`src/rtl/core/tgi_pkg.sv`:
```
// Shared types and constants for the trilinear grid interpolator.
// No dependencies; every other file of the block imports this package.
`default_nettype none
package tgi_pkg;

    // Grid size along each axis.
    localparam int SIZE_X = 32;
    localparam int SIZE_Y = 32;
    localparam int SIZE_Z = 32;

    // Cell index and fraction widths.
    localparam int IDX_W  = 5;
    localparam int FRAC_W = 16;
    localparam int POS_W  = IDX_W + FRAC_W;

    // Parity banks: each bank holds every second cell along each axis.
    localparam int BANK_N  = 8;
    localparam int BANK_AW = 3 * (IDX_W - 1);
    localparam int BANK_D  = 1 << BANK_AW;

    // Queue between front and back.
    localparam int Q_DEPTH = 8;
    localparam int Q_AW    = 3;
    localparam int Q_CW    = 4;

    // Clamp limits, (SIZE - 2) in unsigned Q5.16.
    localparam logic [POS_W-1:0] LIM_X = POS_W'((SIZE_X - 2) << FRAC_W);
    localparam logic [POS_W-1:0] LIM_Y = POS_W'((SIZE_Y - 2) << FRAC_W);
    localparam logic [POS_W-1:0] LIM_Z = POS_W'((SIZE_Z - 2) << FRAC_W);

    typedef enum logic {
        FUNC_WRITE = 1'b0,
        FUNC_QUERY = 1'b1
    } func_t;

    typedef enum logic [2:0] {
        REG_ORIGIN_X   = 3'd0,
        REG_ORIGIN_Y   = 3'd1,
        REG_ORIGIN_Z   = 3'd2,
        REG_INV_STEP_X = 3'd3,
        REG_INV_STEP_Y = 3'd4,
        REG_INV_STEP_Z = 3'd5
    } reg_idx_t;

    typedef struct packed {
        logic signed [31:0] origin_x;
        logic signed [31:0] origin_y;
        logic signed [31:0] origin_z;
        logic [31:0]        inv_step_x;
        logic [31:0]        inv_step_y;
        logic [31:0]        inv_step_z;
    } cfg_t;

    // One classified item as it travels from front to back.
    typedef struct packed {
        func_t             func;
        logic [IDX_W-1:0]  cell_y;
        logic [IDX_W-1:0]  cell_x;
        logic [IDX_W-1:0]  cell_z;
        logic [15:0]       cell_value;
        logic [IDX_W-1:0]  jy;
        logic [IDX_W-1:0]  jx;
        logic [IDX_W-1:0]  jz;
        logic [FRAC_W-1:0] fy;
        logic [FRAC_W-1:0] fx;
        logic [FRAC_W-1:0] fz;
    } q_entry_t;

endpackage
`default_nettype wire

```
`src/rtl/core/tgi_cfg_regs.sv`:
```
// Configuration register file with an APB-style port.
// Depends on tgi_pkg for the register indexes and the config struct.
`default_nettype none
module tgi_cfg_regs (
    input  wire logic         aclk,
    input  wire logic         aresetn,
    input  wire logic         psel,
    input  wire logic         penable,
    input  wire logic         pwrite,
    input  wire logic [4:0]   paddr,
    input  wire logic [31:0]  pwdata,
    output logic [31:0]       prdata,
    output logic              pready,
    output tgi_pkg::cfg_t     cfg
);
    import tgi_pkg::*;

    cfg_t     cfg_reg;
    reg_idx_t idx;

    assign pready = 1'b1;
    assign idx    = reg_idx_t'(paddr[4:2]);
    assign cfg    = cfg_reg;

    // Register writes on the access cycle.
    always_ff @(posedge aclk) begin
        if (!aresetn) begin
            cfg_reg.origin_x   <= '0;
            cfg_reg.origin_y   <= '0;
            cfg_reg.origin_z   <= '0;
            cfg_reg.inv_step_x <= 32'h0001_0000;
            cfg_reg.inv_step_y <= 32'h0001_0000;
            cfg_reg.inv_step_z <= 32'h0001_0000;
        end else if (psel && penable && pwrite) begin
            case (idx)
                REG_ORIGIN_X:   cfg_reg.origin_x   <= pwdata;
                REG_ORIGIN_Y:   cfg_reg.origin_y   <= pwdata;
                REG_ORIGIN_Z:   cfg_reg.origin_z   <= pwdata;
                REG_INV_STEP_X: cfg_reg.inv_step_x <= pwdata;
                REG_INV_STEP_Y: cfg_reg.inv_step_y <= pwdata;
                REG_INV_STEP_Z: cfg_reg.inv_step_z <= pwdata;
                default: ;
            endcase
        end
    end

    // Read mux.
    always_comb begin
        case (idx)
            REG_ORIGIN_X:   prdata = cfg_reg.origin_x;
            REG_ORIGIN_Y:   prdata = cfg_reg.origin_y;
            REG_ORIGIN_Z:   prdata = cfg_reg.origin_z;
            REG_INV_STEP_X: prdata = cfg_reg.inv_step_x;
            REG_INV_STEP_Y: prdata = cfg_reg.inv_step_y;
            REG_INV_STEP_Z: prdata = cfg_reg.inv_step_z;
            default:        prdata = '0;
        endcase
    end

endmodule
`default_nettype wire

```
`config.mk`:
```
export PLATFORM = sky130hd
export DESIGN_NAME = tgi_cfg_regs
export DESIGN_NICKNAME = d
export VERILOG_FILES = /design/src/rtl/core/tgi_pkg.sv /design/src/rtl/core/tgi_cfg_regs.sv
export SDC_FILE = /design/constraint.sdc
export NUM_CORES = 1
export LEC_CHECK = 0
export ABC_CLOCK_PERIOD_IN_PS = 2330
export CORE_MARGIN = 2
export CORE_UTILIZATION = 55
export DETAILED_ROUTE_END_ITERATION = 7
export DONT_BUFFER_PORTS = 1
export GPL_TIMING_DRIVEN = 0
export PLACE_DENSITY = 0.73
export SLEW_MARGIN = 10
export SYNTH_ARGS = -nofsm -noshare
export SYNTH_HDL_FRONTEND = slang
export SYNTH_SLANG_ARGS = --single-unit
export TNS_END_PERCENT = 50
```
`constraint.sdc`:
```
create_clock -name aclk -period 2.33 [get_ports aclk]
set_input_delay 0.699 -clock aclk [delete_from_list [all_inputs] [get_ports aclk]]
set_output_delay 0.699 -clock aclk [all_outputs]
set_load 0.05 [all_outputs]
```
==> impl_table.tex <==
\begin{tabular}{lr}
\hline
Metric & Value \\
\hline
\multicolumn{2}{l}{\textbf{Worst hold path}} \\
Worst-case hold path end point & cfg[144]\$\_SDFFE\_PN0P\_ \\
Path type of the worst min-delay path & in2reg \\
Min-Delay Startpoint & pwdata[16] \\
Worst Hold Path Cells & 2 \\
\multicolumn{2}{l}{\textbf{Floorplan}} \\
Die height & 128.7 um \\
Width of the die & 128.7 um \\
Num ports & 267 \\
Site row count & 45 \\
Floorplan core area & 15200 sq um \\
Full die area & 16550 sq um \\
Starting utilization of the core area & 56.22\% \\
\multicolumn{2}{l}{\textbf{Finish}} \\
Leading cell types in the layout, fill and taps excluded & sky130\_fd\_sc\_hd\_\_mux2i\_1, sky130\_fd\_sc\_hd\_\_nand2\_1, sky130\_fd\_sc\_hd\_\_dfxtp\_2 \\
Number of standard cells in the layout, taps in and fillers out & 1086 \\
Leading cell type in the layout, fill and taps excluded & sky130\_fd\_sc\_hd\_\_mux2i\_1 \\
Antenna fix cells & 0 \\
Total Nets Final & 927 \\
Largest register FFs & 192 \\
Number of inserted filler cells in the final layout & 1137 \\
Relative area change from synthesis to final layout & 23.66\% \\
Fraction of layout cells with a size suffix above 1 & 38.42\% \\
\multicolumn{2}{l}{\textbf{Place}} \\
Port Buf Inserts & 0 \\
Post-placement setup slack & -0.5817 ns \\
HPWL after detailed placement & 20.55 mm \\
Routability-driven placement congestion ratio & 0.8584 \\
Count of placed standard cells including taps & 1046 \\
\multicolumn{2}{l}{\textbf{Synthesis}} \\
Flip-flop and latch count after synthesis & 192 \\
Async set-or-reset flop fraction in the synthesized netlist & 0\% \\
Syn nets & 900 \\
Count of warnings emitted by yosys & 0 \\
Portion of synthesized cell area occupied by the leading cell type & 44.97\% \\
Primary FF master, synth & sky130\_fd\_sc\_hd\_\_dfxtp\_1 \\
Post-Syn Instances & 858 \\
Number of synthesized flops with an enable pin & 0 \\
Sequential share of the synthesized area & 44.97\% \\
Biggest area contributors in the synthesized netlist & sky130\_fd\_sc\_hd\_\_dfxtp\_1, sky130\_fd\_sc\_hd\_\_mux2i\_1, sky130\_fd\_sc\_hd\_\_nand2\_1, sky130\_fd\_sc\_hd\_\_mux2\_2, sky130\_fd\_sc\_hd\_\_buf\_4 \\
Unique masters post-synth & 28 \\
Average cell area after synthesis & 9.961 sq um \\
Post-synthesis instance area & 8547 sq um \\
Dominant cell type by area after synthesis & sky130\_fd\_sc\_hd\_\_dfxtp\_1 \\
\multicolumn{2}{l}{\textbf{Power and ir drop}} \\
Total power divided by cell area & 652.5 nW/um\^{}2 \\
Pleak & 3.602 nW \\
Peak supply drop & 0.0005223 V \\
Combinational share of power & 8.7\% \\
Total power & 6.896 mW \\
Switch share & 25.92\% \\
Switching power & 1.788 mW \\
Clock network fraction of design power & 41.8\% \\
Sequential power share & 49.5\% \\
Internal power component & 5.109 mW \\
\multicolumn{2}{l}{\textbf{Critical path}} \\
Worst path required time & 1.63 ns \\
R2r worst-path depth & 2 \\
Worst Setup Start Kind & primary input \\
Setup slack of the worst register-to-register path & 1.23 ns \\
Critical path endpoint category & primary output \\
Capture point of the worst reg-to-reg path & cfg[95]\$\_SDFFE\_PN0P\_ \\
Crit Reg-Reg Startpoint & cfg[95]\$\_SDFFE\_PN0P\_ \\
Data arrival time of the critical path & 1.77 ns \\
Crit Path Class & in2out \\
Largest fanout on the critical path & 6 \\
\multicolumn{2}{l}{\textbf{CTS}} \\
Clock Path Buffers & 2 \\
Clock tree from TritonCTS & yes \\
Number of levels in the clock H-tree & 4 \\
Inserted Clock Buffers & 17 \\
Clk pin slew, worst setup/hold paths & 0.06 ns \\
Sinks on Clock Net & 192 \\
Post-cts hold buffer count & 0 \\
Clk Latency, worst-skew pair & 0.43 ns \\
Cell at the root of the clock tree & sky130\_fd\_sc\_hd\_\_clkbuf\_16 \\
\multicolumn{2}{l}{\textbf{GRT}} \\
Largest net degree at the start of global routing & 17 \\
All-layer global routing usage & 37.36\% \\
GRT Residual Overflow & 0 \\
Antenna violations before repair & 0 \\
Number of global-route vias before repair & 7349 \\
Global-route wire length before repair & 45.44 mm \\
\multicolumn{2}{l}{\textbf{Run}} \\
Count of maximum capacitance violations & 0 \\
\multicolumn{2}{l}{\textbf{STA}} \\
Fraction of the cycle the final worst path needs & 106.0\% \\
Highest clock frequency the design can meet & 404.9 MHz \\
RSZ-0062 raised after global routing & true \\
Final count of pins violating max slew & 0 \\
Number of setup violations in the final report & 31 \\
Min Clock Period, post-route & 2.469 ns \\
Total count of hold-check failures in the final report & 0 \\
Worst hold slack & 0.4822 ns \\
Worst Slack Setup Final & -0.1395 ns \\
Layout Skew & 0 ns \\
Slew at the pin closest to its max-slew limit & 0.7545 ns \\
Slew HR & 49.70\% \\
\multicolumn{2}{l}{\textbf{Routing}} \\
Remaining number of nets flagged by the antenna check after routing & 0 \\
Count of routing violations after the opening detailed-route iteration & 441 \\
Per-cell via count in the routed design & 6.523 \\
Routed WL per cell & 28.69 um \\
Total detailed-routing wirelength & 31.15 mm \\
Drc violations & 0 \\
Vias after detailed routing & 7084 \\
Number of detailed-route iterations in the first pass & 6 \\
\multicolumn{2}{l}{\textbf{Outcome}} \\
Outcome & finished, violations left \\
Violated checks & negative setup slack \\
\hline
\end{tabular}
==> cells in the mapped netlist (2+ instances only) <==
| master | number |
|---|---|
| sky130_fd_sc_hd__a221o_1 | 10 |
| sky130_fd_sc_hd__nor2_4 | 2 |
| sky130_fd_sc_hd__nand2_1 | 221 |
| sky130_fd_sc_hd__a22oi_1 | 12 |
| sky130_fd_sc_hd__a221oi_1 | 4 |
| sky130_fd_sc_hd__a21oi_1 | 4 |
| sky130_fd_sc_hd__mux2i_1 | 232 |
| sky130_fd_sc_hd__nor2b_1 | 8 |
| sky130_fd_sc_hd__dfxtp_1 | 192 |
| sky130_fd_sc_hd__clkbuf_1 | 22 |
| sky130_fd_sc_hd__and2_1 | 2 |
| sky130_fd_sc_hd__inv_1 | 11 |
| sky130_fd_sc_hd__a32oi_1 | 8 |
| sky130_fd_sc_hd__buf_1 | 6 |
| sky130_fd_sc_hd__mux2_2 | 34 |
| sky130_fd_sc_hd__o22a_1 | 10 |
| sky130_fd_sc_hd__nand2b_1 | 3 |
| sky130_fd_sc_hd__buf_6 | 6 |
| sky130_fd_sc_hd__buf_4 | 16 |
| sky130_fd_sc_hd__o32ai_1 | 10 |
| sky130_fd_sc_hd__o21ai_0 | 18 |
| sky130_fd_sc_hd__nor2_2 | 4 |
| sky130_fd_sc_hd__buf_2 | 18 |
==> layer usage <==
layer	global-route usage [%]	share of wire, %	up-vias
li1	-	-	3044
met1	42.54	37	3502
met2	62.40	47	430
met3	13.35	11	108
met4	18.29	4.6	0
met5	0	0	-
==> kinds of logic (layout without fill, tap and decap cells) <==
group                  count (synthesis)  after routing  share of synthesized area, %
AOI/OAI and AO/OA                     76             76                         6.793
DFF                                  192            192                         44.97
other                                  1              1                       0.04388
muxes                                266            266                         31.65
and+or+nand+nor                      244            245                         11.58
buffers and inverters                 79            118                         4.963
==> worst max-delay path: stages <==
cell                      delay (ns)
sky130_fd_sc_hd__buf_16         0.12
sky130_fd_sc_hd__buf_12         0.14
sky130_fd_sc_hd__mux2_2         0.33
sky130_fd_sc_hd__a221o_2        0.47
==> metrics by stage <==
step	TNS [ns]	utilization (%)	area, sq um
CTS	-2.705	68.50	10410
floorplan	-1.517	-	9022
global placement	-11.84	60.90	9258
finish	-2.878	69.52	10570
detailed placement	-12.14	60.90	9258
global route	-3.372	69.52	10570
==> timing repair <==
action                     CTS  global route
buffers inserted             5             0
setup endpoints to repair   32            32
pin swaps                   20             7
gates cloned                 5             0
resized for setup          172            63
==> cell type report <==
type | count | area (sq um) | area share [%]
buffer | 66 | 594.3 | 5.623
multi-input combinational | 588 | 4923 | 46.58
clock buffer | 24 | 501.7 | 4.747
timing repair buffer | 9 | 155.1 | 1.468
clock inverter | 8 | 78.83 | 0.7458
inverter | 11 | 45.04 | 0.4262
sequential | 192 | 4035 | 38.18
tap | 188 | 235.2 | 2.226
==> how the worst max path moves through the flow <==
stage | startpoint | endpoint | slack [ns] | cells past startpoint
after CTS | paddr[2] | prdata[24] | -0.13 | 4
after global placement | paddr[2] | prdata[7] | -0.57 | 5
after floorplan | paddr[4] | prdata[13] | -0.09 | 5
final | paddr[2] | prdata[7] | -0.14 | 4
after detailed placement | paddr[2] | prdata[7] | -0.58 | 5
after global routing | paddr[2] | prdata[9] | -0.15 | 4
==> power by group through the flow <==
stage | registers (mW) | clock network, mW | logic [mW]
final | 3.42 | 2.88 | 0.601
after global routing | 3.42 | 3.02 | 0.616
after CTS | 3.42 | 2.88 | 0.577
after detailed placement | 3.49 | 0 | 0.502
after global placement | 3.49 | 0 | 0.492
after floorplan | 3.48 | 0 | 0.345
No activity file was read; power rests on OpenSTA's default activity.
