### config.mk
export PLATFORM = sky130hd
export DESIGN_NAME = tgi_queue
export DESIGN_NICKNAME = d
export VERILOG_FILES = /design/src/rtl/core/tgi_pkg.sv /design/src/rtl/core/tgi_queue.sv
export SDC_FILE = /design/constraint.sdc
export NUM_CORES = 1
export LEC_CHECK = 0
export BUFFER_PORTS_ARGS = -buffer_cell sky130_fd_sc_hd__buf_2
export CAP_MARGIN = 20
export CORE_MARGIN = 2
export CORE_UTILIZATION = 60
export CTS_CLUSTER_SIZE = 24
export DETAILED_ROUTE_END_ITERATION = 12
export PLACE_DENSITY_LB_ADDON = 0.2
export SLEW_MARGIN = 20
export SYNTH_ARGS = -nofsm -noshare
export SYNTH_HDL_FRONTEND = slang
export SYNTH_SLANG_ARGS = --single-unit
### constraint.sdc
create_clock -name aclk -period 11 [get_ports aclk]
set_clock_uncertainty 0.1 [all_clocks]
set_input_delay 0.55 -clock aclk [delete_from_list [all_inputs] [get_ports aclk]]
set_output_delay 0.55 -clock aclk [all_outputs]
set_load 0.01 [all_outputs]
### src/rtl/core/tgi_pkg.sv
// Shared types and constants for the trilinear grid interpolator.
// No dependencies; every other file of the block imports this package.
`default_nettype none
package tgi_pkg;

    // Grid size along each axis.
    localparam int SIZE_X = 32;
    localparam int SIZE_Y = 32;
    localparam int SIZE_Z = 32;

    // Cell index and fraction widths.
    localparam int IDX_W  = 5;
    localparam int FRAC_W = 16;
    localparam int POS_W  = IDX_W + FRAC_W;

    // Parity banks: each bank holds every second cell along each axis.
    localparam int BANK_N  = 8;
    localparam int BANK_AW = 3 * (IDX_W - 1);
    localparam int BANK_D  = 1 << BANK_AW;

    // Queue between front and back.
    localparam int Q_DEPTH = 8;
    localparam int Q_AW    = 3;
    localparam int Q_CW    = 4;

    // Clamp limits, (SIZE - 2) in unsigned Q5.16.
    localparam logic [POS_W-1:0] LIM_X = POS_W'((SIZE_X - 2) << FRAC_W);
    localparam logic [POS_W-1:0] LIM_Y = POS_W'((SIZE_Y - 2) << FRAC_W);
    localparam logic [POS_W-1:0] LIM_Z = POS_W'((SIZE_Z - 2) << FRAC_W);

    typedef enum logic {
        FUNC_WRITE = 1'b0,
        FUNC_QUERY = 1'b1
    } func_t;

    typedef enum logic [2:0] {
        REG_ORIGIN_X   = 3'd0,
        REG_ORIGIN_Y   = 3'd1,
        REG_ORIGIN_Z   = 3'd2,
        REG_INV_STEP_X = 3'd3,
        REG_INV_STEP_Y = 3'd4,
        REG_INV_STEP_Z = 3'd5
    } reg_idx_t;

    typedef struct packed {
        logic signed [31:0] origin_x;
        logic signed [31:0] origin_y;
        logic signed [31:0] origin_z;
        logic [31:0]        inv_step_x;
        logic [31:0]        inv_step_y;
        logic [31:0]        inv_step_z;
    } cfg_t;

    // One classified item as it travels from front to back.
    typedef struct packed {
        func_t             func;
        logic [IDX_W-1:0]  cell_y;
        logic [IDX_W-1:0]  cell_x;
        logic [IDX_W-1:0]  cell_z;
        logic [15:0]       cell_value;
        logic [IDX_W-1:0]  jy;
        logic [IDX_W-1:0]  jx;
        logic [IDX_W-1:0]  jz;
        logic [FRAC_W-1:0] fy;
        logic [FRAC_W-1:0] fx;
        logic [FRAC_W-1:0] fz;
    } q_entry_t;

endpackage
`default_nettype wire

### src/rtl/core/tgi_queue.sv
// Short FIFO of classified items between the front and the back.
// Depends on tgi_pkg for the entry type and depth.
`default_nettype none
module tgi_queue (
    input  wire logic              aclk,
    input  wire logic              aresetn,
    input  wire logic              push,
    input  wire tgi_pkg::q_entry_t din,
    input  wire logic              pop,
    output tgi_pkg::q_entry_t      dout,
    output logic                   nonempty,
    output logic [3:0]             count
);
    import tgi_pkg::*;

    q_entry_t         mem [Q_DEPTH];
    logic [Q_AW-1:0]  wptr_reg, rptr_reg;
    logic [Q_CW-1:0]  count_reg;

    assign dout     = mem[rptr_reg];
    assign nonempty = (count_reg != '0);
    assign count    = count_reg;

    // Pointers and fill count.
    always_ff @(posedge aclk) begin
        if (!aresetn) begin
            wptr_reg  <= '0;
            rptr_reg  <= '0;
            count_reg <= '0;
        end else begin
            if (push) wptr_reg <= wptr_reg + 1'b1;
            if (pop)  rptr_reg <= rptr_reg + 1'b1;
            count_reg <= count_reg + Q_CW'(push) - Q_CW'(pop);
        end
    end

    // Entry storage.
    always_ff @(posedge aclk) begin
        if (push) mem[wptr_reg] <= din;
    end

endmodule
`default_nettype wire

==> qor.yml, run 1 <==
final_layout:
  largest_reg_flops: 760
  drive_gt1_share_pct: 42.0
  area_delta_synth_final_pct: 13.8
  final_cells: 2083
  nNetsFinal: 1513
  final_cell_area_sq_um: 33100
  postLayoutCoreUtil_pct: 69.3
synth:
  synth_seq_cells: 773
  async_reset_ff_share_pct: 0
  netlist_area_sq_um: 29100
  synthCells: 1165
  ys.flop_type: "edfxtp_1"
  yosysWarnings: 0
  synth_seq_area_share_pct: 79.3
  syn_avg_cell_area_sq_um: 25.0
  synthTopCellsByCount: "edfxtp_1, mux4_2, mux2_2"
  synthTopCellsByArea: "edfxtp_1, mux4_2, mux2_2"
  synth_top_area_share_pct: 78.4
  synthMostInstantiatedCell: "edfxtp_1"
  synth_edf_count: 760
  synth_top_area_cell: "edfxtp_1"
  synthDistinctLibCells: 23
  synth_fp_nets: 1272
grt:
  grt-ovfl-total: 0
  grt_pass1_wl_microns: 81800
  grt_pass1_vias: 13400
  grt.total_usage_pct: 22.3
  antenna_found_initial: 12
  grt_start_max_net_pins: 109
timing:
  setup_viol: 0
  fin_crit_sh_pct: 36.9
  fin_crit_ns: 4.06
  rsz0062_at_grt: "false"
  hold_violations: 0
  finalMaxSlewViolations: 0
  fmax_ghz: 0.247
  worstMarginPinSlew_ns: 1.05
  setup_tns_ns: 0
  slew_headroom_pct: 30.3
  setup_slack_ns: 6.94
route:
  avgViaCountPerCell: 6.08
  drt_wl_total_microns: 54700
  vias: 12700
  ant_nets: 0
  drcViolationCount: 0
  drt_iter0_drc: 1041
  drt_pass1_iterations: 4
  wl_per_cell_microns: 26.3
setup_path:
  critical_path.reg2reg.startpoint: "wptr_reg[0]$_SDFFE_PN0P_"
  crit_chain: "buf_4, mux4_2, mux2_2, buf_2"
  required_ns: 10.35
  crit_fanout: 70
  critPathKind: "reg2out"
  critPathArrivalTime_ns: 3.41
  cpLargestDelayFamily: "buffers and inverters"
  path_buf_inv: 2
  cpPeakStageDelay_ns: 0.94
  crit_path_start_kind: "register"
  cp_slowest_cell: "dfxtp_4"
  r2r_end: "mem[3][35]$_DFFE_PP_"
  endpoint_kind: "output port"
  reg2reg_depth: 4
  ff2ff_setup_slack_ns: 7.80
hold_path:
  holdCritPathClass: "in2reg"
  hold_end: "mem[3][20]$_DFFE_PP_"
  whs_path_depth: 1
  min_from: "din[20]"
clocking:
  cts_setup_buffers: 0
  root_buffer: "clkbuf_16"
  cts_max_path_buffers: 3
  cts.clk_slew.worst_paths_ns: 0.06
  cts-buffers-inserted: 74
  hold_buffers: 0
  cts_max_level: 3
  clock_latency_ns: 0.59
  cts.sinks: 773
  cts-resized-gates: 0
  cts_tree: "done"
placement:
  dp_cells: 1945
  place_congestion: 0.717
  preCtsSetupSlack_ns: 7.43
  dpl_cell_area_sq_um: 30800
  dp_hpwl_microns: 28000
  place.port_buffers: 198
power_and_ir_drop:
  p_leak_nw: 10.6
  worst_ir_drop_vdd_mv: 0.133
  power.density_nw_per_um2: 190
floorplanning:
  die_w_microns: 224
  die-area_sq_um: 50300
  start_util_pct: 60.8
  core_area_sq_um: 47800
  die_y_microns: 224
  io_pins: 199
  rows: 80
flow_run:
  drv_cap: 0
outcome:
  status: "completed"
[how the worst max path moves through the flow]
stage | startpoint | to | slack, ns | cells past startpoint
floorplan | push | mem[0][0]$_DFFE_PP_ | 3.16 | 2
global placement | register | dout[4] | 7.46 | 4
detailed placement | register | dout[85] | 7.43 | 4
CTS | register | dout[85] | 6.79 | 4
global route | register | dout[85] | 6.65 | 4
finish | register | dout[27] | 6.94 | 4
[power by group]
part           leakage, nW  total, mW  switching, mW  internal (mW)
registers             7.01       3.36         0.0399           3.32
logic                 2.41      0.491          0.251          0.240
clock network         1.14       2.44           1.01           1.42
[cells in the final DEF (no fill, tap or decap), types with 5 or more instances in the layout]
| master | n |
|---|---|
| mux4_2 | 190 |
| buf_2 | 198 |
| edfxtp_1 | 760 |
| and2_1 | 7 |
| clkinv_1 | 20 |
| clkbuf_1 | 14 |
| clkinv_2 | 12 |
| diode_2 | 5 |
| inv_1 | 7 |
| dfxtp_1 | 10 |
| nand2_1 | 5 |
| buf_4 | 20 |
| bufinv_16 | 6 |
| ha_1 | 7 |
| mux2_2 | 95 |
| clkbuf_16 | 77 |
| nor2_4 | 6 |
[metrics by stage]
step	hold slack, ns	power [mW]
after detailed placement	0.441	3.92
after global routing	0.110	6.48
after CTS	0.0811	6.34
final	0.111	6.28
after global placement	0.428	3.91
after floorplan	0.412	3.74
[cell families (layout without fill, tap and decap cells)]
logic type | count (synthesis) | count (layout) | synth area share (%)
AOI/OAI and AO/OA | 2 | 2 | 0.0430
xor gates and xnor gates | 5 | 5 | 0.150
adders and majority gates | 8 | 8 | 0.370
buffers and inverters | 61 | 359 | 1.16
DFF | 773 | 773 | 79.3
muxes | 288 | 288 | 18.5
other | 0 | 5 | 0
and+or+nand+nor | 28 | 28 | 0.494
[layout make-up]
cell class / instances / area, sq um
Timing Repair Buffer: 219 / 1160
Clock buffer: 92 / 1990
Inverter: 7 / 26.3
Clock inverter: 41 / 340
Multi-Input combinational cell: 331 / 5740
Antenna cell: 5 / 12.5
Tap cell: 615 / 769
Sequential cell: 773 / 23100
Fill cell: 2899 / 14700
[routing by layer]
layer	GRT usage (%)	share of wire, %	vias up
met5	0	0.14	-
li1	-	-	5465
met2	35.8	49	382
met4	6.30	1.7	14
met1	31.9	42	6731
met3	4.79	6.5	82
No activity file was read; power rests on OpenSTA's default activity.
==> inputs of run 2 (changes only) <==
clock period = 4.1 ns   (was 11 ns; I/O delays follow)
==> qor.yml, run 2 (same netlist as run 1, synthesis figures left out) <==
outcome:
  status: "completed"
timing:
  slew_headroom_pct: 28.4  # -1.9 points
  fin_crit_ns: 3.09
  setup_slack_ns: 1.01  # -5.94 ns
  finalMaxSlewViolations: 0  # unchanged
  fmax_ghz: 0.323
  setup_viol: 0  # unchanged
  worstMarginPinSlew_ns: 1.07  # +0.0285 ns
  rsz0062_at_grt: "false"
  fin_crit_sh_pct: 75.5
  hold_violations: 0  # unchanged
power_and_ir_drop:
  power.density_nw_per_um2: 488  # +160%
  worst_ir_drop_vdd_mv: 0.362  # +170%
  power_mw: 16.8  # +170%
  p_int_mw: 13.2  # +170%
  comb_power_share_pct: 8.6  # +0.8 points
  p_switching_mw: 3.51  # +170%
  clkPwrFrac_pct: 37.7  # -1.1 points
  p_sw_share_pct: 21.0  # +0.25 points
  p_leak_nw: 11.1  # +4.7%
  power_frac_seq_pct: 53.7  # +0.3 points
floorplanning:
  die-area_sq_um: 50300  # unchanged
  core_area_sq_um: 47800  # unchanged
  die_w_microns: 224  # unchanged
  die_y_microns: 224  # unchanged
  start_util_pct: 60.8  # unchanged
  io_pins: 199  # unchanged
  rows: 80  # unchanged
final_layout:
  drive_gt1_share_pct: 39.6  # -2.4 points
  layout_commonest_cell: "edfxtp_1"
  largest_reg_flops: 760  # unchanged
  final_cell_area_sq_um: 34300  # +3.6%
  area_delta_synth_final_pct: 18.0
  final_cell_mix: "edfxtp_1, buf_2, mux4_2"
  nNetsFinal: 1632  # +7.9%
  final_cells: 2191  # +5.2%
  postLayoutCoreUtil_pct: 71.8  # +2.5 points
clocking:
  cts.clk_slew.worst_paths_ns: 0.06  # about the same
  cts_setup_buffers: 0  # unchanged
  cts-resized-gates: 0  # unchanged
  clock_latency_ns: 0.59  # about the same
  cts_max_path_buffers: 3  # unchanged
  cts_max_level: 3  # unchanged
  cts_tree: "done"
  cts-buffers-inserted: 75  # +1.4%
  hold_buffers: 99  # +99
  root_buffer: "clkbuf_16"
  cts.sinks: 773  # unchanged
setup_path:
  critPathArrivalTime_ns: 2.79  # -0.62 ns
  required_ns: 3.80  # -6.55 ns
  endpoint_kind: "output port"
  crit_fanout: 32  # -54%
  cp_slowest_cell: "dfxtp_4"
  critPathKind: "reg2out"
  cpPeakStageDelay_ns: 0.80  # -0.14 ns
  crit_path_start_kind: "register"
  crit_chain: "buf_4, mux4_2, mux2_2, buf_2"
placement:
  dp_hpwl_microns: 30300  # +8.0%
  dp_cells: 1964  # +0.98%
  preCtsSetupSlack_ns: 1.55  # -5.87 ns
  dpl_cell_area_sq_um: 31100  # +1.1%
  place_congestion: 0.726  # +1.2%
  place.port_buffers: 198  # unchanged
grt:
  grt.total_usage_pct: 23.3  # +0.97 points
  grt_start_max_net_pins: 96  # -12%
  grt_pass1_vias: 14200  # +6.0%
  grt_pass1_wl_microns: 85700  # +4.7%
  antenna_found_initial: 4  # -8
  grt-ovfl-total: 0  # unchanged
route:
  avgViaCountPerCell: 6.03  # -0.83%
  drt_iter0_drc: 1058  # +1.6%
  drt_wl_total_microns: 56600  # +3.6%
  drcViolationCount: 0  # unchanged
  drt_pass1_iterations: 5  # +1
  wl_per_cell_microns: 25.8  # -1.5%
  ant_nets: 0  # unchanged
  vias: 13200  # +4.3%
hold_path:
  holdCritPathClass: "in2reg"
flow_run:
  drv_cap: 0  # unchanged
run 2: cell count changes in the layout (fill, tap and decap cells not counted), moves of 3 or more:
cell and delta:
buf_4 +5, dlygate4sd3_1 +99, diode_2 -3, bufinv_16 -4, clkinv_2 -5, clkbuf_1 +3
buf_12 +14
run 2: layout make-up:
cell class / instances / area (sq um)
multi-input cells: 331 / 5750
clock buffers: 96 / 2040
inverters: 7 / 26.3
flip-flops and latches: 773 / 23100
fillers: 2808 / 13500
repair buffers: 337 / 2470
well taps: 615 / 769
diodes: 2 / 5.00
clock inverters: 30 / 179
run 2: through the flow:
step                      TNS, ns  hold slack (ns)
final                           0            0.307
after global routing            0            0.309
after CTS                       0            0.272
after detailed placement        0            0.371
after global placement          0            0.366
after floorplan           -720.40            0.204
run 2: path summary, 6_finish.rpt:
kind	from	endpoint	slack (ns)	cells after the start
worst min-delay path	din[24]	mem[6][24]$_DFFE_PP_	0.31	2
worst max register to register	wptr_reg[0]$_SDFFE_PN0P_	mem[1][50]$_DFFE_PP_	1.70	3
worst min register to register	rptr_reg[1]$_SDFFE_PN0P_	register	0.44	2
worst max-delay path	register	dout[40]	1.01	4
run 2: routing by layer:
metal / GRT usage [%] / wire, microns / share of wire (%) / vias up
met1: 32.9 / 23800 / 42 / 6993
met5: 0 / 27 / 0.048 / -
met2: 37.6 / 28200 / 50 / 431
li1: - / - / - / 5698
met4: 7.52 / 1160 / 2.0 / 4
met3: 4.60 / 3420 / 6.0 / 94
run 2: worst max-delay path, delay by kind of cell (launching register included):
| kind | cells | cell delay [ns] |
|---|---|---|
| buf+inv | 2 | 0.54 |
| mux | 2 | 0.84 |
| flops | 1 | 0.80 |
run 2: power groups by stage:
stage                     sequential (mW)  combinational [mW]  clock [mW]
after floorplan                      9.14               0.877           0
after global placement               9.15                1.36           0
after detailed placement             9.17                1.38           0
after CTS                            9.00                1.47        6.44
after global routing                 9.01                1.56        6.73
final                                9.00                1.45        6.32
